File: config.mk
export PLATFORM = sky130hd
export DESIGN_NAME = cvf_fifo
export DESIGN_NICKNAME = d
export VERILOG_FILES = /design/src/design/cvf_pkg.sv /design/src/design/cvf_fifo.sv
export SDC_FILE = /design/constraint.sdc
export NUM_CORES = 1
export LEC_CHECK = 0
export ABC_AREA = 1
export ABC_CLOCK_PERIOD_IN_PS = 1600
export BUFFER_PORTS_ARGS = -buffer_cell sky130_fd_sc_hd__buf_2
export CORE_MARGIN = 1.5
export CORE_UTILIZATION = 45
export DETAILED_ROUTE_END_ITERATION = 6
export HOLD_SLACK_MARGIN = 0.08
export PLACE_DENSITY = 0.67
export SLEW_MARGIN = 10
export SYNTH_ARGS = -nofsm -noshare
export SYNTH_HDL_FRONTEND = slang
export SYNTH_SLANG_ARGS = --single-unit
File: constraint.sdc
create_clock -name clk -period 1.6 [get_ports clk]
set_input_delay 0 -clock clk [delete_from_list [all_inputs] [get_ports clk]]
set_output_delay 0 -clock clk [all_outputs]
set_load 0.02 [all_outputs]
File: src/design/cvf_pkg.sv
// ----------------------------------------------------------------------------
// cvf_pkg
// shared types and constants of the 3x3 convolution filter
// ----------------------------------------------------------------------------
package cvf_pkg;

    localparam int DIM_W       = 9;
    localparam int PIX_W       = 8;
    localparam int MAX_WIDTH   = 256;
    localparam int MAX_HEIGHT  = 256;
    localparam int QUEUE_DEPTH = 2;
    localparam int ACC_W       = 21;
    localparam int PROD_W      = 17;
    localparam int MAG_W       = 20;
    localparam int TAPS        = 9;

    localparam logic [DIM_W-1:0] MIN_DIM     = 9'd3;
    localparam logic [DIM_W-1:0] WIDTH_RST   = 9'd160;
    localparam logic [DIM_W-1:0] HEIGHT_RST  = 9'd120;
    localparam logic [PIX_W-1:0] PIX_MAX     = 8'd255;

    typedef enum logic [2:0] {
        REG_FRAME_WIDTH  = 3'd0,
        REG_FRAME_HEIGHT = 3'd1,
        REG_COEF_TOP     = 3'd2,
        REG_COEF_MID     = 3'd3,
        REG_COEF_BOT     = 3'd4,
        REG_SUM_DIVISOR  = 3'd5
    } reg_idx_t;

    typedef enum logic {
        F_IDLE,
        F_READ
    } front_state_t;

    typedef enum logic [2:0] {
        B_IDLE,
        B_MAC,
        B_ACC,
        B_DIV,
        B_CLAMP,
        B_EMIT
    } back_state_t;

    typedef struct packed {
        logic [TAPS-1:0][PIX_W-1:0] win;
        logic [DIM_W-1:0]           x;
        logic [DIM_W-1:0]           y;
        logic                       emit_main;
        logic                       border;
        logic                       last_col;
        logic                       last_row;
        logic                       x_nz;
    } job_t;

    typedef struct packed {
        logic [PIX_W-1:0] row;
        logic [PIX_W-1:0] col;
        logic [PIX_W-1:0] pix;
        logic             done;
    } res_t;

    typedef struct packed {
        logic [TAPS-1:0][PIX_W-1:0] coef;
        logic signed [PIX_W-1:0]    divisor;
    } filt_cfg_t;

endpackage

File: src/design/cvf_fifo.sv
// ----------------------------------------------------------------------------
// cvf_fifo
// small register queue with full and empty flags
// ----------------------------------------------------------------------------
module cvf_fifo #(
    parameter int WIDTH = 8
) (
    input  logic             clk,
    input  logic             rst_n,
    input  logic             push,
    input  logic [WIDTH-1:0] wdata,
    output logic             full,
    input  logic             pop,
    output logic [WIDTH-1:0] rdata,
    output logic             empty
);

    localparam int DEPTH = cvf_pkg::QUEUE_DEPTH;
    localparam int PTR_W = (DEPTH > 1) ? $clog2(DEPTH) : 1;
    localparam int CNT_W = $clog2(DEPTH + 1);

    logic [WIDTH-1:0] mem_reg [DEPTH];
    logic [PTR_W-1:0] wr_ptr_reg, wr_ptr_next;
    logic [PTR_W-1:0] rd_ptr_reg, rd_ptr_next;
    logic [CNT_W-1:0] cnt_reg, cnt_next;
    logic             do_push;
    logic             do_pop;

    always_comb
    begin
        full        = (cnt_reg == CNT_W'(DEPTH));
        empty       = (cnt_reg == '0);
        do_push     = push && !full;
        do_pop      = pop && !empty;
        rdata       = mem_reg[rd_ptr_reg];
        wr_ptr_next = wr_ptr_reg;
        rd_ptr_next = rd_ptr_reg;
        cnt_next    = cnt_reg;
        if (do_push)
        begin
            wr_ptr_next = (wr_ptr_reg == PTR_W'(DEPTH - 1)) ? '0 : wr_ptr_reg + 1'b1;
        end
        if (do_pop)
        begin
            rd_ptr_next = (rd_ptr_reg == PTR_W'(DEPTH - 1)) ? '0 : rd_ptr_reg + 1'b1;
        end
        if (do_push && !do_pop)
        begin
            cnt_next = cnt_reg + 1'b1;
        end
        else if (do_pop && !do_push)
        begin
            cnt_next = cnt_reg - 1'b1;
        end
    end

    always_ff @(posedge clk)
    begin
        if (do_push)
        begin
            mem_reg[wr_ptr_reg] <= wdata;
        end
    end

    always_ff @(posedge clk or negedge rst_n)
    begin
        if (!rst_n)
        begin
            wr_ptr_reg <= '0;
            rd_ptr_reg <= '0;
            cnt_reg    <= '0;
        end
        else
        begin
            wr_ptr_reg <= wr_ptr_next;
            rd_ptr_reg <= rd_ptr_next;
            cnt_reg    <= cnt_next;
        end
    end

endmodule

Word-level counts from Yosys, hierarchy flattened:

Memories as Yosys holds them, arrays and structs flattened.
Index checks and enable logic that the tools add are counted.

* register bits: 4
* memories kept: 1
* RAM bits: 16
* word-level logic and storage cells: 25
* input bits: 12
* output and inout port bits: 10

* add/sub/neg operators: 4
* mux-type cells: 6
* equality and inequality tests: 1
* reductions and logical operators: 10

Memories
* mem_reg: words 2, width 8, rd ports 1, clocked after Yosys merged registers in 0, write ports 1, RTL line cvf_fifo.sv:22 `logic [WIDTH-1:0] mem_reg [DEPTH];`

Operators by type and width (number)
* logical AND 1 bit: 4
* zero test 1 bit: 4
* 2-to-1 mux 1 bit: 4
* 2-to-1 mux 2 bit: 2
* adder 1 bit (second input constant): 2
* adder 2 x 1 -> 2 bit (second input constant): 1
* == test 2 bit (second input constant): 1
* zero test 2 bit: 1
* nonzero test 2 bit: 1
* subtractor 2 x 1 -> 2 bit (second input constant): 1

Depth between registers and ports, before layout:

* depth after elaboration: 7
* gate-level depth with buffers: 9
* mapped depth without buffers: 9

Worst setup path before layout:

No wires, ideal clock.

* kind: reg2reg
* start point: register cnt_reg[0]
* end point: register cnt_reg[1]
* path buffers: 0
* period minus slack after synthesis: 1399 ps
* path slack: 201 ps
* cell stages (with the launch flop): 8
* required time: 1483 ps
* library setup time: 117 ps
* arrival time: 1282 ps
* cell sequence: dfrtp_1 nor2_2 nor2_2 ha_1 inv_1 nand3_1 nand2_1 nand2_1

* word-level cells in the longest chain between the ends: 6
* elaborated cells on any way between the ends: 15
* classes of those cells: add/sub: 2; eq/ne: 1; mux: 2; reduce/logical: 10

Ends and longest elaborated chain
* start: declaration: RTL line cvf_fifo.sv:25 `logic [CNT_W-1:0] cnt_reg, cnt_next;`
* start signal: assignment: RTL line cvf_fifo.sv:77 `cnt_reg <= cnt_next;`
* == test 2 bit *: RTL line cvf_fifo.sv:31 `full = (cnt_reg == CNT_W'(DEPTH));`
* net full: RTL line cvf_fifo.sv:12 `output logic full,`
* zero test 1 bit *: RTL line cvf_fifo.sv:33 `do_push = push && !full;`
* logical AND 1 bit *: RTL line cvf_fifo.sv:33
* zero test 1 bit: RTL line cvf_fifo.sv:51 `else if (do_pop && !do_push)`
* logical AND 1 bit: RTL line cvf_fifo.sv:51
* nonzero test 2 bit (no source line)

The timed path passes the listed nets; every way through them passes the cells marked *. The select of a mux whose other input is x is not followed.
A chain may end at the register's enable or synchronous reset.

Worst setup path in the final report:

* start point: register cnt_reg[0]
* end point: register cnt_reg[1]

* word-level cells in the longest chain between the ends: 6
* elaborated cells on any way between the ends: 15
* classes of those cells: add/sub: 2; eq/ne: 1; mux: 2; reduce/logical: 10

Ends and longest elaborated chain (RTL line)
* == test 2 bit / zero test 2 bit (equally long branches): cvf_fifo.sv:31, cvf_fifo.sv:32
* zero test 1 bit (on tied branches): cvf_fifo.sv:33, cvf_fifo.sv:34
* logical AND 1 bit (on tied branches): cvf_fifo.sv:33, cvf_fifo.sv:34
* zero test 1 bit (on tied branches): cvf_fifo.sv:51, cvf_fifo.sv:47
* logical AND 1 bit (on tied branches): cvf_fifo.sv:51, cvf_fifo.sv:47
* nonzero test 2 bit (no source line) / 2-to-1 mux 2 bit (equally long branches)

Parallel ways exist; a longest one is shown, timed or not. The select of a mux whose other input is x is not followed.

==> impl_metrics.py <==
metrics = {
    "final_layout": {
        "final_nets": 124,
        "largest_reg_flops": 16,
        "num_antenna_cells": 0,
        "drive_above_1_share_pct": 25.45,
        "area_delta_synth_final_pct": 35.24,
    },
    "logic_synthesis": {
        "syn-num-nets": 86,
        "synthAdderAreaFrac_pct": 1.546,
        "netlist_area_um2": 809.5,
        "synth_top_family_by_area": "simple AND/OR/NAND/NOR gates",
        "ys_warn_count": 0,
        "synth_xor_area_share_pct": 1.082,
        "syn_area_per_cell_um2": 11.09,
        "synth_compound_area_share_pct": 1.236,
        "synth_cell_types": 14,
        "ys_ff_latch": 20,
        "synthMuxAreaShare_pct": 0,
        "yosys.area_share.simple_pct": 20.09,
        "syn_inst": 73,
        "seq_area_frac_synth_pct": 71.72,
    },
    "timing": {
        "period_needed_ns": 1.453,
        "fmaxAchievable_mhz": 688.4,
        "hold_viol_final": 0,
        "slew_headroom_pct": 77.19,
        "timing.final.crit_share_pct": 90.78,
        "setup_viol": 0,
        "tns_ns": 0,
        "hold_ws_ns": 0.4212,
        "worstMarginPinSlew_ns": 0.3421,
        "setup_slack_ns": 0.1474,
        "finClkSkew_ns": 0.005445,
        "rsz0062_at_grt": "no",
        "drv_slew": 0,
    },
    "worst_setup_path": {
        "critPathKind": "flop to flop",
        "critPathMaxStageDelay_ns": 0.47,
        "regToRegStartpoint": "cnt_reg[0]$_DFFE_PN0P_",
        "worst-r2r-setup-slack_ns": 0.15,
        "path_cells": "o21ai_0 -> ha_1 -> inv_1 -> nand3_1 -> nand2_1 -> nand2_1",
        "crit_required_ns": 1.79,
        "cp_num_buf_inv": 1,
        "worst_path_dominant_cell_family": "flip-flops",
        "critPathMaxFanout": 7,
        "crit_path_frequent_cell": "nand2_1",
        "crit_slowest_cell": "dfrtp_1",
        "crit_arrival_ns": 1.64,
        "crit_path_start": "cnt_reg[0]$_DFFE_PN0P_",
        "start_kind": "flop",
        "crit_path_end_kind": "flop",
    },
    "placement": {
        "hpwl_um": 962,
        "place_congestion": 0.7653,
        "io_buffers": 21,
        "place_ws_ns": 0.1854,
    },
    "clock_tree": {
        "ctsLongestPathBuffers": 2,
        "cts-root-buf": "clkbuf_4",
        "cts.sinks": 20,
        "cts_setup_buffers": 0,
        "numCtsBuffers": 3,
        "clk_pin_slew_ns": 0.10,
        "cts_tree": "yes",
        "ctsHtreeMaxLevel": 1,
        "clkLatencyLatePin_ns": 0.29,
        "cts_hold_buf": 12,
        "cts_resized": 0,
    },
    "floorplan": {
        "io_pins": 22,
        "row_count": 15,
        "initial_core_util_pct": 47.40,
        "die-height_um": 45.42,
        "die_area_um2": 2063,
        "chipWidth_um": 45.42,
        "core_um2": 1708,
    },
    "power_and_ir_drop": {
        "p_sw_share_pct": 39.98,
        "peakVddDrop_v": 0.001047,
        "p_leak_nw": 0.5150,
        "power.share.sequential_pct": 45.7,
        "p_comb_share_pct": 41.0,
        "p_switching_mw": 0.7201,
        "clkPwrFrac_pct": 13.2,
        "powerDensity_nw_per_um2": 1645,
        "power.total_mw": 1.801,
        "p_int_mw": 1.081,
    },
    "global_routing": {
        "antenna_found_initial": 0,
        "grt_max_degree": 12,
        "grt_pass1_wl_mm": 2.166,
        "grt_pass1_vias": 511,
        "grt.total_usage_pct": 15.56,
        "grt-ovfl-total": 0,
    },
    "route": {
        "via_per_inst": 4.385,
        "vias": 592,
        "met2_length_um": 633,
        "wl_met1_um": 667,
        "met3WireLength_um": 45,
        "drt_iter0_drc": 7,
        "first_pass_iters": 4,
        "highest_layer": "met4",
        "antenna_left": 0,
        "drcViolationCount": 0,
        "wl_per_cell_um": 10.23,
        "totalWireLength_mm": 1.381,
    },
    "job": {
        "max-cap-violations": 0,
    },
    "min_path": {
        "hp-start": "wdata[4]",
        "min_path_type": "primary input to flop",
    },
    "outcome": {
        "status": "finished clean",
    },
}
-- synthesized netlist by cell type --
library cell / number / area (µm²)
ha_1: 1 / 12.51
nand2_1: 33 / 123.9
dfrtp_1: 4 / 100.1
inv_2: 1 / 3.750
xnor2_1: 1 / 8.760
nor2_2: 2 / 12.51
o21ai_0: 2 / 10.01
nand3b_1: 1 / 7.510
inv_1: 7 / 26.28
edfxtp_1: 16 / 480.5
nor2_1: 2 / 7.510
buf_2: 1 / 5.000
nand4_1: 1 / 6.260
nand3_1: 1 / 5.000
-- metal layers --
layer	GRT usage, %	up-vias
li1	-	309
met1	19.36	263
met2	23.10	16
met3	4.762	4
met4	10.59	0
met5	0	-
-- worst paths after layout --
path                                           endpoint  depth (start not counted)
worst max-delay path             cnt_reg[1]$_DFFE_PN0P_                          6
worst min-delay path            mem_reg[1][4]$_DFFE_PP_                          2
worst max register to register   cnt_reg[1]$_DFFE_PN0P_                          6
worst min register to register   wr_ptr_reg$_DFFE_PN0N_                          2
max in group asynchronous        rd_ptr_reg$_DFFE_PN0P_                          3
min in group asynchronous        cnt_reg[0]$_DFFE_PN0P_                          3
-- cells by family (layout without fill, tap and decap cells) --
kind of cell | after synthesis | after routing
buffers and inverters | 9 | 46
xor gates and xnor gates | 1 | 1
adders and majority gates | 1 | 1
and+or+nand+nor | 40 | 40
AOI/OAI and AO/OA | 2 | 2
DFF | 20 | 20
-- worst register-to-register path: cells and delay by family (launching register included) --
kind,cells,cell delay [ns]
compound gates,1,0.30
fa+ha+maj,1,0.31
buf+inv,1,0.08
flops,1,0.47
simple gates,3,0.19
-- through the flow --
step	cell area [µm²]	std cells	utilization (%)
floorplan	809.5	73	-
global placement	948.4	119	55.53
detailed placement	948.4	119	55.53
CTS	1095	135	64.10
global route	1095	135	64.10
finish	1095	135	64.10
-- area by class of cell --
cell class	instances	area [µm²]
well taps	25	31.28
repair buffers	34	232.7
fillers	151	613.1
inverters	8	30.03
clock buffers	4	26.28
multi-input cells	44	193.9
flip-flops and latches	20	580.6
-- cells in the final DEF, fill, tap and decap left out --
cell           netlist  layout
buf_2                1      21
buf_4                0       1
clkbuf_1             0       1
clkbuf_4             0       3
dfrtp_1              4       4
dlygate4sd3_1        0      12
edfxtp_1            16      16
ha_1                 1       1
inv_1                7       7
inv_2                1       1
nand2_1             33      33
nand3_1              1       1
nand3b_1             1       1
nand4_1              1       1
nor2_1               2       2
nor2_2               2       2
o21ai_0              2       2
xnor2_1              1       1
-- power groups by stage --
stage / clock network, mW / logic (mW) / registers, mW
2_1_floorplan: 0 / 0.540 / 0.785
3_5_place_dp: 0 / 0.724 / 0.836
5_1_grt: 0.268 / 0.826 / 0.841
4_1_cts: 0.254 / 0.748 / 0.824
3_3_place_gp: 0 / 0.709 / 0.832
6_report: 0.239 / 0.739 / 0.824
Note: power is estimated with default switching activity, not from simulation.
