### src/design/cvf_pkg.sv
// ----------------------------------------------------------------------------
// cvf_pkg
// shared types and constants of the 3x3 convolution filter
// ----------------------------------------------------------------------------
package cvf_pkg;

    localparam int DIM_W       = 9;
    localparam int PIX_W       = 8;
    localparam int MAX_WIDTH   = 256;
    localparam int MAX_HEIGHT  = 256;
    localparam int QUEUE_DEPTH = 2;
    localparam int ACC_W       = 21;
    localparam int PROD_W      = 17;
    localparam int MAG_W       = 20;
    localparam int TAPS        = 9;

    localparam logic [DIM_W-1:0] MIN_DIM     = 9'd3;
    localparam logic [DIM_W-1:0] WIDTH_RST   = 9'd160;
    localparam logic [DIM_W-1:0] HEIGHT_RST  = 9'd120;
    localparam logic [PIX_W-1:0] PIX_MAX     = 8'd255;

    typedef enum logic [2:0] {
        REG_FRAME_WIDTH  = 3'd0,
        REG_FRAME_HEIGHT = 3'd1,
        REG_COEF_TOP     = 3'd2,
        REG_COEF_MID     = 3'd3,
        REG_COEF_BOT     = 3'd4,
        REG_SUM_DIVISOR  = 3'd5
    } reg_idx_t;

    typedef enum logic {
        F_IDLE,
        F_READ
    } front_state_t;

    typedef enum logic [2:0] {
        B_IDLE,
        B_MAC,
        B_ACC,
        B_DIV,
        B_CLAMP,
        B_EMIT
    } back_state_t;

    typedef struct packed {
        logic [TAPS-1:0][PIX_W-1:0] win;
        logic [DIM_W-1:0]           x;
        logic [DIM_W-1:0]           y;
        logic                       emit_main;
        logic                       border;
        logic                       last_col;
        logic                       last_row;
        logic                       x_nz;
    } job_t;

    typedef struct packed {
        logic [PIX_W-1:0] row;
        logic [PIX_W-1:0] col;
        logic [PIX_W-1:0] pix;
        logic             done;
    } res_t;

    typedef struct packed {
        logic [TAPS-1:0][PIX_W-1:0] coef;
        logic signed [PIX_W-1:0]    divisor;
    } filt_cfg_t;

endpackage

### src/design/cvf_back.sv
// ----------------------------------------------------------------------------
// cvf_back
// window sum over a shared multiplier, serial divider, result sequencing
// ----------------------------------------------------------------------------
module cvf_back (
    input  logic                clk,
    input  logic                rst_n,
    input  logic                job_empty,
    output logic                job_pop,
    input  cvf_pkg::job_t       job,
    input  cvf_pkg::filt_cfg_t  cfg,
    output logic                res_push,
    output cvf_pkg::res_t       res,
    input  logic                res_full
);

    localparam int ACC_W  = cvf_pkg::ACC_W;
    localparam int PROD_W = cvf_pkg::PROD_W;
    localparam int MAG_W  = cvf_pkg::MAG_W;
    localparam int PIX_W  = cvf_pkg::PIX_W;
    localparam int DIM_W  = cvf_pkg::DIM_W;
    localparam int K_W    = $clog2(cvf_pkg::TAPS);
    localparam int STEP_W = $clog2(MAG_W);

    cvf_pkg::back_state_t state_reg, state_next;
    cvf_pkg::job_t         job_reg, job_next;
    logic [K_W-1:0]        k_reg, k_next;
    logic signed [PROD_W-1:0] prod_reg, prod_next;
    logic signed [ACC_W-1:0]  acc_reg, acc_next;
    logic [PIX_W-1:0]      rem_reg, rem_next;
    logic [MAG_W-1:0]      dvd_reg, dvd_next;
    logic [STEP_W-1:0]     step_reg, step_next;
    logic [PIX_W-1:0]      filt_reg, filt_next;
    logic [1:0]            slot_reg, slot_next;

    logic signed [ACC_W-1:0] sum;
    logic [ACC_W-1:0]        sum_abs;
    logic [PIX_W-1:0]        dmag;
    logic [PIX_W:0]          trial;
    logic [DIM_W-1:0]        xm1;
    logic [DIM_W-1:0]        ym1;
    logic                    present;

    always_comb
    begin
        sum     = acc_reg + ACC_W'(prod_reg);
        sum_abs = sum[ACC_W-1] ? ACC_W'(-sum) : sum;
        dmag    = cfg.divisor[PIX_W-1] ? PIX_W'(-cfg.divisor) : cfg.divisor;
        trial   = {rem_reg, dvd_reg[MAG_W-1]};
        xm1     = job_reg.x - 1'b1;
        ym1     = job_reg.y - 1'b1;
    end

    always_comb
    begin
        state_next = state_reg;
        job_next   = job_reg;
        k_next     = k_reg;
        prod_next  = prod_reg;
        acc_next   = acc_reg;
        rem_next   = rem_reg;
        dvd_next   = dvd_reg;
        step_next  = step_reg;
        filt_next  = filt_reg;
        slot_next  = slot_reg;
        job_pop    = 1'b0;
        res_push   = 1'b0;
        res        = '0;
        present    = 1'b0;
        case (state_reg)
            cvf_pkg::B_IDLE:
            begin
                if (!job_empty)
                begin
                    job_pop   = 1'b1;
                    job_next  = job;
                    k_next    = '0;
                    acc_next  = '0;
                    slot_next = '0;
                    if (job.emit_main && !job.border)
                    begin
                        state_next = cvf_pkg::B_MAC;
                    end
                    else
                    begin
                        state_next = cvf_pkg::B_EMIT;
                    end
                end
            end
            cvf_pkg::B_MAC:
            begin
                prod_next = $signed({1'b0, job_reg.win[k_reg]}) * $signed(cfg.coef[k_reg]);
                if (k_reg != '0)
                begin
                    acc_next = sum;
                end
                if (k_reg == K_W'(cvf_pkg::TAPS - 1))
                begin
                    state_next = cvf_pkg::B_ACC;
                end
                else
                begin
                    k_next = k_reg + 1'b1;
                end
            end
            cvf_pkg::B_ACC:
            begin
                state_next = cvf_pkg::B_EMIT;
                if (cfg.divisor == '0)
                begin
                    if (sum[ACC_W-1])
                    begin
                        filt_next = '0;
                    end
                    else if (sum > ACC_W'(cvf_pkg::PIX_MAX))
                    begin
                        filt_next = cvf_pkg::PIX_MAX;
                    end
                    else
                    begin
                        filt_next = sum[PIX_W-1:0];
                    end
                end
                else if ((sum != '0) && (sum[ACC_W-1] == cfg.divisor[PIX_W-1]))
                begin
                    // positive quotient, divide magnitudes
                    dvd_next   = sum_abs[MAG_W-1:0];
                    rem_next   = '0;
                    step_next  = '0;
                    state_next = cvf_pkg::B_DIV;
                end
                else
                begin
                    // zero or negative quotient clamps to zero
                    filt_next = '0;
                end
            end
            cvf_pkg::B_DIV:
            begin
                if (trial >= {1'b0, dmag})
                begin
                    rem_next = PIX_W'(trial - {1'b0, dmag});
                    dvd_next = {dvd_reg[MAG_W-2:0], 1'b1};
                end
                else
                begin
                    rem_next = trial[PIX_W-1:0];
                    dvd_next = {dvd_reg[MAG_W-2:0], 1'b0};
                end
                if (step_reg == STEP_W'(MAG_W - 1))
                begin
                    state_next = cvf_pkg::B_CLAMP;
                end
                else
                begin
                    step_next = step_reg + 1'b1;
                end
            end
            cvf_pkg::B_CLAMP:
            begin
                if (dvd_reg > MAG_W'(cvf_pkg::PIX_MAX))
                begin
                    filt_next = cvf_pkg::PIX_MAX;
                end
                else
                begin
                    filt_next = dvd_reg[PIX_W-1:0];
                end
                state_next = cvf_pkg::B_EMIT;
            end
            cvf_pkg::B_EMIT:
            begin
                case (slot_reg)
                    2'd0:
                    begin
                        present  = job_reg.emit_main;
                        res.row  = ym1[PIX_W-1:0];
                        res.col  = xm1[PIX_W-1:0];
                        res.pix  = job_reg.border ? job_reg.win[4] : filt_reg;
                    end
                    2'd1:
                    begin
                        present  = job_reg.emit_main && job_reg.last_col;
                        res.row  = ym1[PIX_W-1:0];
                        res.col  = job_reg.x[PIX_W-1:0];
                        res.pix  = job_reg.win[5];
                    end
                    2'd2:
                    begin
                        present  = job_reg.last_row && job_reg.x_nz;
                        res.row  = job_reg.y[PIX_W-1:0];
                        res.col  = xm1[PIX_W-1:0];
                        res.pix  = job_reg.win[7];
                    end
                    default:
                    begin
                        present  = job_reg.last_row && job_reg.last_col && job_reg.x_nz;
                        res.row  = job_reg.y[PIX_W-1:0];
                        res.col  = job_reg.x[PIX_W-1:0];
                        res.pix  = job_reg.win[8];
                        res.done = 1'b1;
                    end
                endcase
                if (!present || !res_full)
                begin
                    res_push = present;
                    if (slot_reg == 2'd3)
                    begin
                        state_next = cvf_pkg::B_IDLE;
                    end
                    else
                    begin
                        slot_next = slot_reg + 1'b1;
                    end
                end
            end
            default:
            begin
                state_next = cvf_pkg::B_IDLE;
            end
        endcase
    end

    always_ff @(posedge clk or negedge rst_n)
    begin
        if (!rst_n)
        begin
            state_reg <= cvf_pkg::B_IDLE;
            k_reg     <= '0;
            step_reg  <= '0;
            slot_reg  <= '0;
        end
        else
        begin
            state_reg <= state_next;
            k_reg     <= k_next;
            step_reg  <= step_next;
            slot_reg  <= slot_next;
        end
    end

    always_ff @(posedge clk)
    begin
        job_reg  <= job_next;
        prod_reg <= prod_next;
        acc_reg  <= acc_next;
        rem_reg  <= rem_next;
        dvd_reg  <= dvd_next;
        filt_reg <= filt_next;
    end

endmodule

### config.mk
export PLATFORM = sky130hd
export DESIGN_NAME = cvf_back
export DESIGN_NICKNAME = d
export VERILOG_FILES = /design/src/design/cvf_pkg.sv /design/src/design/cvf_back.sv
export SDC_FILE = /design/constraint.sdc
export NUM_CORES = 1
export LEC_CHECK = 0
export CAP_MARGIN = 5
export CELL_PAD_IN_SITES_DETAIL_PLACEMENT = 1
export CELL_PAD_IN_SITES_GLOBAL_PLACEMENT = 1
export CORE_UTILIZATION = 37
export CTS_CLUSTER_DIAMETER = 50
export DETAILED_ROUTE_END_ITERATION = 12
export DONT_BUFFER_PORTS = 1
export GPL_TIMING_DRIVEN = 0
export PLACE_DENSITY = 0.62
export SLEW_MARGIN = 30
export SYNTH_ARGS = -nofsm -noshare
export SYNTH_HDL_FRONTEND = slang
export SYNTH_SLANG_ARGS = --single-unit
### constraint.sdc
create_clock -name clk -period 6.2 [get_ports clk]
set_clock_uncertainty 0.2 [all_clocks]
set_input_delay 1.24 -clock clk [delete_from_list [all_inputs] [get_ports clk]]
set_output_delay 1.24 -clock clk [all_outputs]
set_load 0.1 [all_outputs]
* Word level (Yosys, flattened, before mapping)
Index checks and enable logic that the tools add are counted.
** Word-level totals
- Output and inout bits :: 27
- Bits in registers :: 181
** Operators by class
- $lt $le $gt $ge :: 4
- $mul :: 1
- Equal/unequal tests :: 23
- Reduce and logical (&&, ||, !) cells :: 28
- Bitwise operators :: 1
- Mux-type cells :: 53
- Add/subtract/negate cells :: 9
** Operators with widths (number)
- two-way mux 8 bit :: 12
- case mux 24 bit (3 select lines) :: 1
- binary-select mux 8 bit (select 4 bit) :: 2
- two-way mux 20 bit :: 3
- two-way mux 21 bit :: 2
- case mux 21 bit (2 select lines) :: 1
- case mux 20 bit (2 select lines) :: 1
- case mux 8 bit (2 select lines) :: 2
- two-way mux 25 bit :: 1
- two-way mux 3 bit :: 8
- != test 2 bit (second input constant) :: 11
- adder 21 x 17 -> 21 bit :: 1
- > comparator 21 x 8 -> 1 bit (second input constant) :: 1
- nonzero test 21 bit :: 1
- > comparator 20 x 8 -> 1 bit (second input constant) :: 1
- negator 20 bit :: 1
- case mux 3 bit (6 select lines) :: 1
- multiplier 9 x 8 -> 17 bit :: 1
- subtractor 8 x 1 -> 8 bit (second input constant) :: 2
- two-way mux 5 bit :: 3
- case mux 5 bit (2 select lines) :: 1
- greater-or-equal comparator 9 x 8 -> 1 bit :: 1
- AND reduction 3 bit :: 3
- zero test 8 bit :: 1
- other kinds (33) :: 57

* Longest topological paths before layout
Gate-level depths: netlist (run 1).
- Depth after elaboration :: 8
- Gate-level depth with buffers :: 27

* Least setup slack after synthesis (run 1)
No wires, ideal clock.
- Path kind :: input-to-reg
- From :: input port cfg[39] (netlist name)
- To :: register prod_reg[16], data pin
- Data required time :: 5.734 ns
- Buffers on the path :: 0
- Slack :: -0.372 ns
- Data arrival time :: 6.106 ns
- Stages :: 22
- Setup time :: 0.266 ns
- Path through :: mux4_2 -> nand2_1 -> a21oi_1 -> a21oi_1 -> inv_1 -> nand2_1 -> fa_1 -> fa_1 -> inv_1 -> fa_1 -> inv_1 -> fa_1 -> inv_1 -> ha_1 -> o21ai_0 -> a21boi_0 -> o21ai_0 -> a21boi_0 -> o21ai_0 -> a21oi_1 -> o41ai_1 -> xnor2_1
** Between the ends
- Word-level cells in the longest chain between the ends :: 3
** Ends and longest elaborated chain
- start: declaration :: line cvf_back.sv:11 : input cvf_pkg::filt_cfg_t cfg,
- binary-select mux 8 bit (select 4 bit) :: line cvf_back.sv:92 : prod_next = $signed({1'b0, job_reg.win[k_reg]}) * $signed(cfg.coef[k_reg]);
- two-way mux 8 bit (implied by the code) :: line cvf_back.sv:92
- multiplier 9 x 8 -> 17 bit :: line cvf_back.sv:92
- end signal: assignment :: line cvf_back.sv:245 : prod_reg <= prod_next;
- end: declaration :: line cvf_back.sv:28 : logic signed [PROD_W-1:0] prod_reg, prod_next;
No other way between the ends. The select of a mux whose other input is x is not followed.
A chain may end at the register's enable or synchronous reset.

* Final worst setup path (run 1)
- From :: register k_reg[0]
- To :: register prod_reg[15], data pin
** Between the ends
- Word-level cells in the longest chain between the ends :: 3
** Ends and longest elaborated chain
- start: declaration :: line cvf_back.sv:27 : logic [K_W-1:0] k_reg, k_next;
- start signal: assignment :: line cvf_back.sv:236 : k_reg <= k_next;
- binary-select mux 8 bit (select 4 bit) :: line cvf_back.sv:92
- two-way mux 8 bit (implied by the code) :: line cvf_back.sv:92
- multiplier 9 x 8 -> 17 bit (*) :: line cvf_back.sv:92
Mark *: on every way between the ends. The rest lies on a longest branch, timed or not. The select of a mux whose other input is x is not followed.

==> results of run 1 <==
## what timing repair did
item / 4_1_cts / 5_1_grt
gates resized for setup: 53 / 50
pin swaps: 5 / 23
buffers inserted: 29 / 24
gates cloned: 0 / 2
setup endpoints to repair: 9 / 4
## worst paths after layout
| path | startpoint | end | slack [ns] | depth (start not counted) |
|---|---|---|---|---|
| hold reg to reg | step_reg[1]$_DFFE_PN0P_ | step_reg[1]$_DFFE_PN0P_ | 0.37 | 2 |
| setup / recovery | k_reg[0]$_DFFE_PN0P_ | prod_reg[15]$_DFFE_PP_ | 0.15 | 25 |
| setup reg to reg | k_reg[0]$_DFFE_PN0P_ | prod_reg[15]$_DFFE_PP_ | 0.15 | 25 |
| hold / removal | rst_n | state_reg[0]$_DFFE_PN0P_ | 0.27 | 0 |
| min in group clk | step_reg[1]$_DFFE_PN0P_ | step_reg[1]$_DFFE_PN0P_ | 0.37 | 2 |
| max in group asynchronous | rst_n | k_reg[0]$_DFFE_PN0P_ | 5.44 | 0 |
## synth_stat cells (3+ instances only)
cell type	count	share of area, %
mux4_2	32	5.7
a21o_1	8	0.48
or2_2	15	0.75
or3_1	14	0.70
nor2b_1	14	0.70
nand4_1	11	0.55
o211ai_1	6	0.36
o21ai_1	7	0.28
mux2_2	8	0.72
ha_1	83	8.2
buf_2	5	0.20
clkbuf_1	30	0.89
edfxtp_1	167	40
o2111ai_1	3	0.21
fa_1	39	6.2
xor2_1	27	1.9
a211oi_1	3	0.18
a211o_1	4	0.28
and2_1	7	0.35
inv_1	86	2.6
nand2_1	89	2.7
nor4_1	7	0.35
nor3_1	30	1.2
o21a_1	7	0.42
o21bai_1	3	0.18
nand3_1	18	0.72
a21oi_1	111	4.4
a31oi_1	9	0.45
xnor2_1	27	1.9
o21ai_0	55	2.2
mux2i_1	5	0.40
and4_1	3	0.21
nor2_1	158	4.7
buf_1	7	0.21
nand2b_1	8	0.40
and3_1	10	0.50
dfrtp_1	14	2.8
a222oi_1	8	0.64
a21boi_0	5	0.30
o31ai_1	3	0.18
## routing by layer
layer	vias to the layer above	part of all wire, %	wire length (µm)
li1	4528	-	-
met2	243	51	18800
met3	55	5.0	1860
met1	4715	42	15600
met4	6	2.1	788
met5	-	0.11	39
## worst max-delay path, cell delays in order (launching register included)
cell,delay [ns]
dfrtp_2,0.45
buf_6,0.14
clkbuf_16,0.15
buf_4,0.14
nor4b_4,0.37
buf_4,0.18
clkbuf_16,0.14
buf_4,0.11
a21oi_4,0.08
or2_4,0.24
fa_1,0.47
fa_1,0.52
inv_2,0.05
fa_1,0.52
inv_1,0.04
fa_1,0.49
inv_2,0.04
ha_4,0.23
inv_1,0.06
o21ai_1,0.08
a21oi_2,0.16
nand2b_1,0.12
a21boi_1,0.08
o31a_1,0.28
o41ai_2,0.23
xnor2_1,0.18
## layout make-up
class                      instances  share of cell area, %
tap                              448                   3.72
antenna                            3                 0.0499
timing repair buffer              60                   4.04
clock inverter                    14                   1.17
sequential                       181                   35.6
multi-input combinational        883                   48.5
clock buffer                      18                   2.85
inverter                          87                   2.23
buffer                            42                   1.81
## per-stage QoR
step	setup WS, ns	cell area, µm²
final	0.153	15100
after global routing	-0.0916	15100
after CTS	0.00743	14600
after detailed placement	-1.09	13600
after global placement	-1.05	13200
after floorplan	0.00486	12700
## kinds of logic after synthesis
group / after synthesis / share of synthesized area [%]
buffers and inverters: 130 / 3.99
multiplexers: 46 / 6.96
flip-flops: 181 / 42.6
AND/OR/NAND/NOR: 399 / 15.0
AO/OA/AOI/OAI: 261 / 13.1
adder cells (fa/ha/maj): 122 / 14.5
XOR/XNOR: 55 / 3.89
==> results.txt, run 1 <==
Layout Cells excl Fill = 1736
Clock buffer depth = 2
Die span in x = 186 µm
Initial drt markers = 496
Max FO, Critical Path = 5
Largest net degree at the start of global routing = 79
Drt first pass iters = 5
Period utilization = 97.5%
DRC viols = 0
H-tree Lvls = 4
Vias in the first global route = 10157
GR Layer Usage met2 = 37.7%
Via count = 9547
Largest register FFs = 93
Final-stage net count = 1573
Post-layout util = 44.9%
Grt ovf = 0
Post-CTS Hold Buffers = 0
Yosys cell types = 78
# IOs = 206
FMAX = 165 MHz
Final Wtd Congestion = 0.844
First-pass GRT wire length = 57.2 mm
Final hold slack = 0.274 ns
Rows = 67
Synth warnings = 0
Seq. cell area = 5370 µm²
Layout cells sized above 1 = 20.7%
Max-slew violations = 0
Root Buffer = clkbuf_16
Most frequent cells in the layout = edfxtp_1, nor2_1, nand2_1
Core ar. = 33500 µm²
Die area = 34800 µm²
Sequential area share after synthesis = 42.6%
Die height = 186 µm
CTS sink cnt = 181
Yosys reg bits = 181
Antenna viol nets, final = 0
Post-route minimum period = 6.05 ns
Slew HR = 33.2%
Setup TNS = 0 ns
CTS tree = built
Commonest non-fill, non-tap cell in the layout = edfxtp_1
Area Overhead vs Synth = 19.6%
Drt wl/cell = 21.4 µm
HP Class = input port to asynchronous set/reset pin
Worst slew pin tran = 1.01 ns
Net Count, Synth = 1495
Number of enable flip-flop cells after synthesis = 167
Post-placement cell count = 1647
Arrival time worst endpoint = 6.01 ns
Starting Density = 37.5%
# fillers = 3666
CP Capture Type = register
Crit Path Class = register to register
Final setup fails = 0
Final wirelength = 37.1 mm
Status = complete, no violations
MaxCap Viol Count = 0
Netlist Area Pre-Place = 12600 µm²
Top FF cell, synth = edfxtp_1
Worst-Skew Late Latency = 0.45 ns
Multi-input logic area = 7300 µm²
CTS Buf Count = 17
Busiest grt layer = met2
Met1 usage = 25.7%
Hpwl dp = 28.0 mm
Gr usage total = 21.3%
Setup crit start kind = register
M3 GR Usage = 4.63%
Ys async rst share = 7.73%
Initial antenna violation count = 8
Port bufs = 0
Avg Inst Size Synth = 10.5 µm²
Final Hold Fails = 0
Synthesized netlist cell count = 1194
Via/cell ratio = 5.50
Clk slew on worst S/H paths = 0.08 ns
CP Data Required Time = 6.16 ns
Power of run 1 is not shown: default switching activity piles up to over one toggle a cycle in this logic, so the estimate is an artifact.
==> run 2, diff against run 1 <==
--- a/config.mk
+++ b/config.mk
@@ -9,6 +9,7 @@
 export CELL_PAD_IN_SITES_DETAIL_PLACEMENT = 1
 export CELL_PAD_IN_SITES_GLOBAL_PLACEMENT = 1
 export CORE_UTILIZATION = 37
+export CTS_BUF_LIST = sky130_fd_sc_hd__clkbuf_8
 export CTS_CLUSTER_DIAMETER = 50
 export DETAILED_ROUTE_END_ITERATION = 12
 export DONT_BUFFER_PORTS = 1
==> run 2 against run 1 <==
Flip-flop and latch count unchanged. Worst setup slack worse by 0.014 ns. Clock-buffer cell count down 1. Maximum frequency down 0.22%. Worst hold slack worse by 0.041 ns. Register-to-register slack about the same. Non-clock buffer count up 2. Die area unchanged.
==> results.txt, run 2 (synthesis gave the netlist of run 1 again) <==
Max-slew violations = 0
R2R Path End = prod_reg[16]$_DFFE_PP_
Area Overhead vs Synth = 18.2%
Starting Density = 37.5%
Rows = 67
Period utilization = 97.8%
CP Data Required Time = 6.20 ns
Final Hold Fails = 0
Die area = 34800 µm²
CTS tree = built
First-pass GRT wire length = 57.0 mm
Layout Cells excl Fill = 1739
Via count = 9538
Setup TNS = 0 ns
Initial antenna violation count = 9
# IOs = 206
Worst-path cell chain = buf_12, buf_8, buf_4, nor4b_4, buf_8, buf_4, a21oi_2, or2_2, fa_1, fa_1, inv_1, fa_1, inv_1, fa_1, inv_2, ha_4, o21ai_2, a21boi_2, o21ai_2, a21boi_2, o21ai_2, a21oi_2, o41ai_2, xnor2_1
Final setup fails = 0
Worst path top cell family by delay = adder cells
Drt wl/cell = 21.3 µm
Largest net degree at the start of global routing = 79
CTS sink cnt = 181
Commonest non-fill, non-tap cell in the layout = edfxtp_1
Buf/Inv on CP = 8
Worst slew pin tran = 1.01 ns
Crit Path Class = register to register
Worst-Skew Late Latency = 0.48 ns
CP peak stage delay = 0.53 ns
HP Class = input port to asynchronous set/reset pin
H-tree Lvls = 4
Post-route minimum period = 6.06 ns
Status = complete, no violations
Post-placement cell count = 1647
Worst R2R Start = k_reg[0]$_DFFE_PN0P_
Clock buffer depth = 2
Final-stage net count = 1575
Antenna viol nets, final = 0
Max FO, Critical Path = 10
Slew HR = 33.2%
Die span in x = 186 µm
DRC viols = 0
CP Capture Type = register
Arrival time worst endpoint = 6.06 ns
Initial drt markers = 507
Via/cell ratio = 5.48
RSZ-0062 raised after global routing = true
CP Launch Point = k_reg[0]$_DFFE_PN0P_
Clk slew on worst S/H paths = 0.12 ns
CTS Buf Count = 17
Crit. path cell count = 24
Post-CTS Hold Buffers = 0
Largest register FFs = 93
Vias in the first global route = 10168
R2R setup slack = 0.14 ns
Most frequent cells in the layout = edfxtp_1, nor2_1, nand2_1
Setup crit end = prod_reg[16]$_DFFE_PP_
Final wirelength = 37.0 mm
Gr usage total = 21.1%
Drt first pass iters = 6
Grt ovf = 0
Hpwl dp = 28.0 mm
Die height = 186 µm
Core ar. = 33500 µm²
Slowest CP cell = fa_1
Layout cells sized above 1 = 21.4%
Crit path top cell by count = fa_1
FMAX = 165 MHz
Setup crit start kind = register
Root Buffer = clkbuf_8
MaxCap Viol Count = 0
Port bufs = 0
Final Wtd Congestion = 0.844
Worst r2r path cells = 24
-- run 2: layout make-up --
| cell class | instances | area, µm² |
|---|---|---|
| tap | 448 | 561 |
| clock inverter | 15 | 180 |
| fill | 3703 | 18700 |
| timing repair buffer | 62 | 622 |
| sequential | 181 | 5370 |
| clock buffer | 17 | 234 |
| buffer | 42 | 278 |
| inverter | 87 | 335 |
| antenna | 4 | 10.0 |
| multi-input combinational | 883 | 7290 |
-- run 2: how the worst min path moves through the flow --
stage	startpoint	to	cells after the start
final	rst_n	state_reg[0]$_DFFE_PN0P_	0
after detailed placement	state_reg[1]$_DFFE_PN0P_	state_reg[1]$_DFFE_PN0P_	1
after global placement	dvd_reg[1]$_DFFE_PP_	dvd_reg[2]$_DFFE_PP_	2
after CTS	rst_n	state_reg[0]$_DFFE_PN0P_	0
after floorplan	slot_reg[0]$_DFFE_PN0P_	slot_reg[0]$_DFFE_PN0P_	1
after global routing	rst_n	state_reg[0]$_DFFE_PN0P_	0
-- run 2: metal layers --
metal / global-route usage (%) / share of wire, % / vias up
met3: 4.33 / 4.7 / 58
li1: - / - / 4529
met1: 25.7 / 42 / 4693
met4: 5.80 / 1.9 / 6
met2: 37.9 / 51 / 252
met5: 0 / 0.11 / -
-- run 2: what timing repair did --
| action | in CTS | in global routing |
|---|---|---|
| setup buffers | 28 | 28 |
| resized for setup | 53 | 54 |
| pin swaps | 3 | 26 |
| cloned | 0 | 1 |
| setup endpoints to repair | 9 | 4 |
-- run 2: stage by stage --
step                utilization [%]  hold WS, ns  cell area [µm²]  setup WS [ns]
floorplan                         -        0.310            12700        0.00486
global placement               39.5        0.345            13200          -1.05
detailed placement             40.6        0.357            13600          -1.09
CTS                            43.1        0.201            14400        0.00456
global route                   44.4        0.184            14900         -0.127
finish                         44.4        0.233            14900          0.139
Power of run 2 is left out for the same reason.
==> run 3, diff against run 2 <==
--- a/config.mk
+++ b/config.mk
@@ -8,13 +8,13 @@
 export CAP_MARGIN = 5
 export CELL_PAD_IN_SITES_DETAIL_PLACEMENT = 1
 export CELL_PAD_IN_SITES_GLOBAL_PLACEMENT = 1
-export CORE_UTILIZATION = 37
+export CORE_UTILIZATION = 45
 export CTS_BUF_LIST = sky130_fd_sc_hd__clkbuf_8
 export CTS_CLUSTER_DIAMETER = 50
 export DETAILED_ROUTE_END_ITERATION = 12
 export DONT_BUFFER_PORTS = 1
 export GPL_TIMING_DRIVEN = 0
-export PLACE_DENSITY = 0.62
+export PLACE_DENSITY = 0.74
 export SLEW_MARGIN = 30
 export SYNTH_ARGS = -nofsm -noshare
 export SYNTH_HDL_FRONTEND = slang
==> run 3 against run 2 <==
Sequential share of layout area increased by 0.61 points. Clock-buffer cell count is the same. Flip-flop and latch count unchanged. Die area is 18% lower. Final cell count down 5.5%. Critical endpoint is now prod_reg[15]$_DFFE_PP_. Critical path depth did not move. Maximum frequency barely moved. Critical path type unchanged.
==> results.txt, run 3 (synthesis gave the netlist of run 1 again) <==
Drt first pass iters = 7
Hpwl dp = 27.4 mm
Antenna viol nets, final = 0
Status = complete, no violations
Die span in x = 169 µm
Largest register FFs = 93
Max-slew violations = 0
Grt ovf = 0
Worst R2R Start = k_reg[0]$_DFFE_PN0P_
Port bufs = 0
Final Wtd Congestion = 0.875
Die area = 28600 µm²
Final wirelength = 36.0 mm
CTS tree = built
Clk slew on worst S/H paths = 0.13 ns
Starting Density = 46.3%
DRC viols = 0
RSZ-0062 raised after global routing = true
Drt wl/cell = 21.9 µm
Worst slew pin tran = 1.00 ns
Layout cells sized above 1 = 18.8%
CTS Buf Count = 17
CTS sink cnt = 181
FMAX = 165 MHz
Period utilization = 97.8%
Crit Path Class = register to register
CP Data Required Time = 6.24 ns
R2R Path End = prod_reg[15]$_DFFE_PP_
Layout Cells excl Fill = 1644
Most frequent cells in the layout = edfxtp_1, nor2_1, nand2_1
Die height = 169 µm
Setup TNS = 0 ns
Max FO, Critical Path = 8
CP Capture Type = register
Via count = 9751
Final-stage net count = 1556
Post-placement cell count = 1571
Initial drt markers = 619
Worst-Skew Late Latency = 0.51 ns
Post-CTS Hold Buffers = 0
Rows = 60
Clock buffer depth = 2
First-pass GRT wire length = 55.5 mm
R2R setup slack = 0.13 ns
Final Hold Fails = 0
Largest net degree at the start of global routing = 53
Commonest non-fill, non-tap cell in the layout = edfxtp_1
MaxCap Viol Count = 0
Slew HR = 33.4%
Post-route minimum period = 6.07 ns
Arrival time worst endpoint = 6.10 ns
Setup crit start kind = register
Root Buffer = clkbuf_8
Via/cell ratio = 5.93
Initial antenna violation count = 4
HP Class = input port to asynchronous set/reset pin
H-tree Lvls = 4
Gr usage total = 25.1%
# IOs = 206
Post-layout util = 53.8%
Final setup fails = 0
Worst r2r path cells = 24
Area Overhead vs Synth = 16.3%
Core ar. = 27200 µm²
Place WS = -1.11 ns
Vias in the first global route = 10391
Final WS setup = 0.134 ns
-- run 3: cell count changes in the layout (fill, tap and decap cells not counted), sizes merged --
cell      before  now
clkbuf        45   46
clkinv         7    5
clkinvlp       1    0
buf           76   56
inv           94   97
-- run 3: area by class of cell --
class,instances,area (µm²)
Sequential cell,181,5370
Inverter,87,333
Timing Repair Buffer,43,490
Clock inverter,15,220
Tap cell,372,465
Buffer,42,260
Multi-Input combinational cell,883,7250
Antenna cell,4,10.0
Clock buffer,17,234
Fill cell,2943,12500
-- run 3: timing repair --
item	4_1_cts	5_1_grt
pin swaps	4	7
gates cloned	0	2
gates resized for setup	47	32
setup buffers	17	19
endpoints found under the setup margin	9	5
-- run 3: worst max-delay path by stage --
stage	start	endpoint	slack, ns	depth (start not counted)
global route	k_reg[0]$_DFFE_PN0P_	prod_reg[15]$_DFFE_PP_	-0.12	25
CTS	k_reg[3]$_DFFE_PN0P_	prod_reg[16]$_DFFE_PP_	0.02	20
detailed placement	k_reg[1]$_DFFE_PN0P_	prod_reg[16]$_DFFE_PP_	-1.11	23
finish	k_reg[0]$_DFFE_PN0P_	prod_reg[15]$_DFFE_PP_	0.13	24
global placement	k_reg[1]$_DFFE_PN0P_	prod_reg[16]$_DFFE_PP_	-1.00	24
floorplan	cfg[39]	prod_reg[15]$_DFFE_PP_	0.005	18
-- run 3: per-layer routing --
| layer | track usage [%] | vias to the layer above | routed length [µm] |
|---|---|---|---|
| met5 | 0 | - | 0 |
| met4 | 7.68 | 0 | 734 |
| met3 | 4.22 | 48 | 1630 |
| met2 | 45.7 | 292 | 18900 |
| met1 | 30.2 | 4916 | 14700 |
| li1 | - | 4495 | - |
-- run 3: worst max-delay path, stage by stage (launching register included) --
cell,delay [ns]
dfrtp_1,0.44
buf_12,0.19
buf_12,0.13
buf_4,0.11
mux4_2,0.52
nand2_1,0.11
a21oi_1,0.10
a21oi_4,0.29
or2_2,0.18
fa_1,0.42
fa_1,0.50
inv_1,0.05
fa_1,0.48
inv_1,0.05
fa_1,0.49
inv_2,0.05
ha_4,0.22
inv_1,0.05
o21ai_0,0.10
a21oi_2,0.15
nand2b_1,0.13
a21boi_1,0.08
o31a_1,0.33
o41ai_2,0.31
xnor2_1,0.11
-- run 3: stage by stage --
stage / area, µm² / hold WS (ns)
final: 14600 / 0.206
after floorplan: 12700 / 0.310
after detailed placement: 13500 / 0.343
after global placement: 13100 / 0.334
after global routing: 14600 / 0.165
after CTS: 14300 / 0.171
Power of run 3 is left out for the same reason.
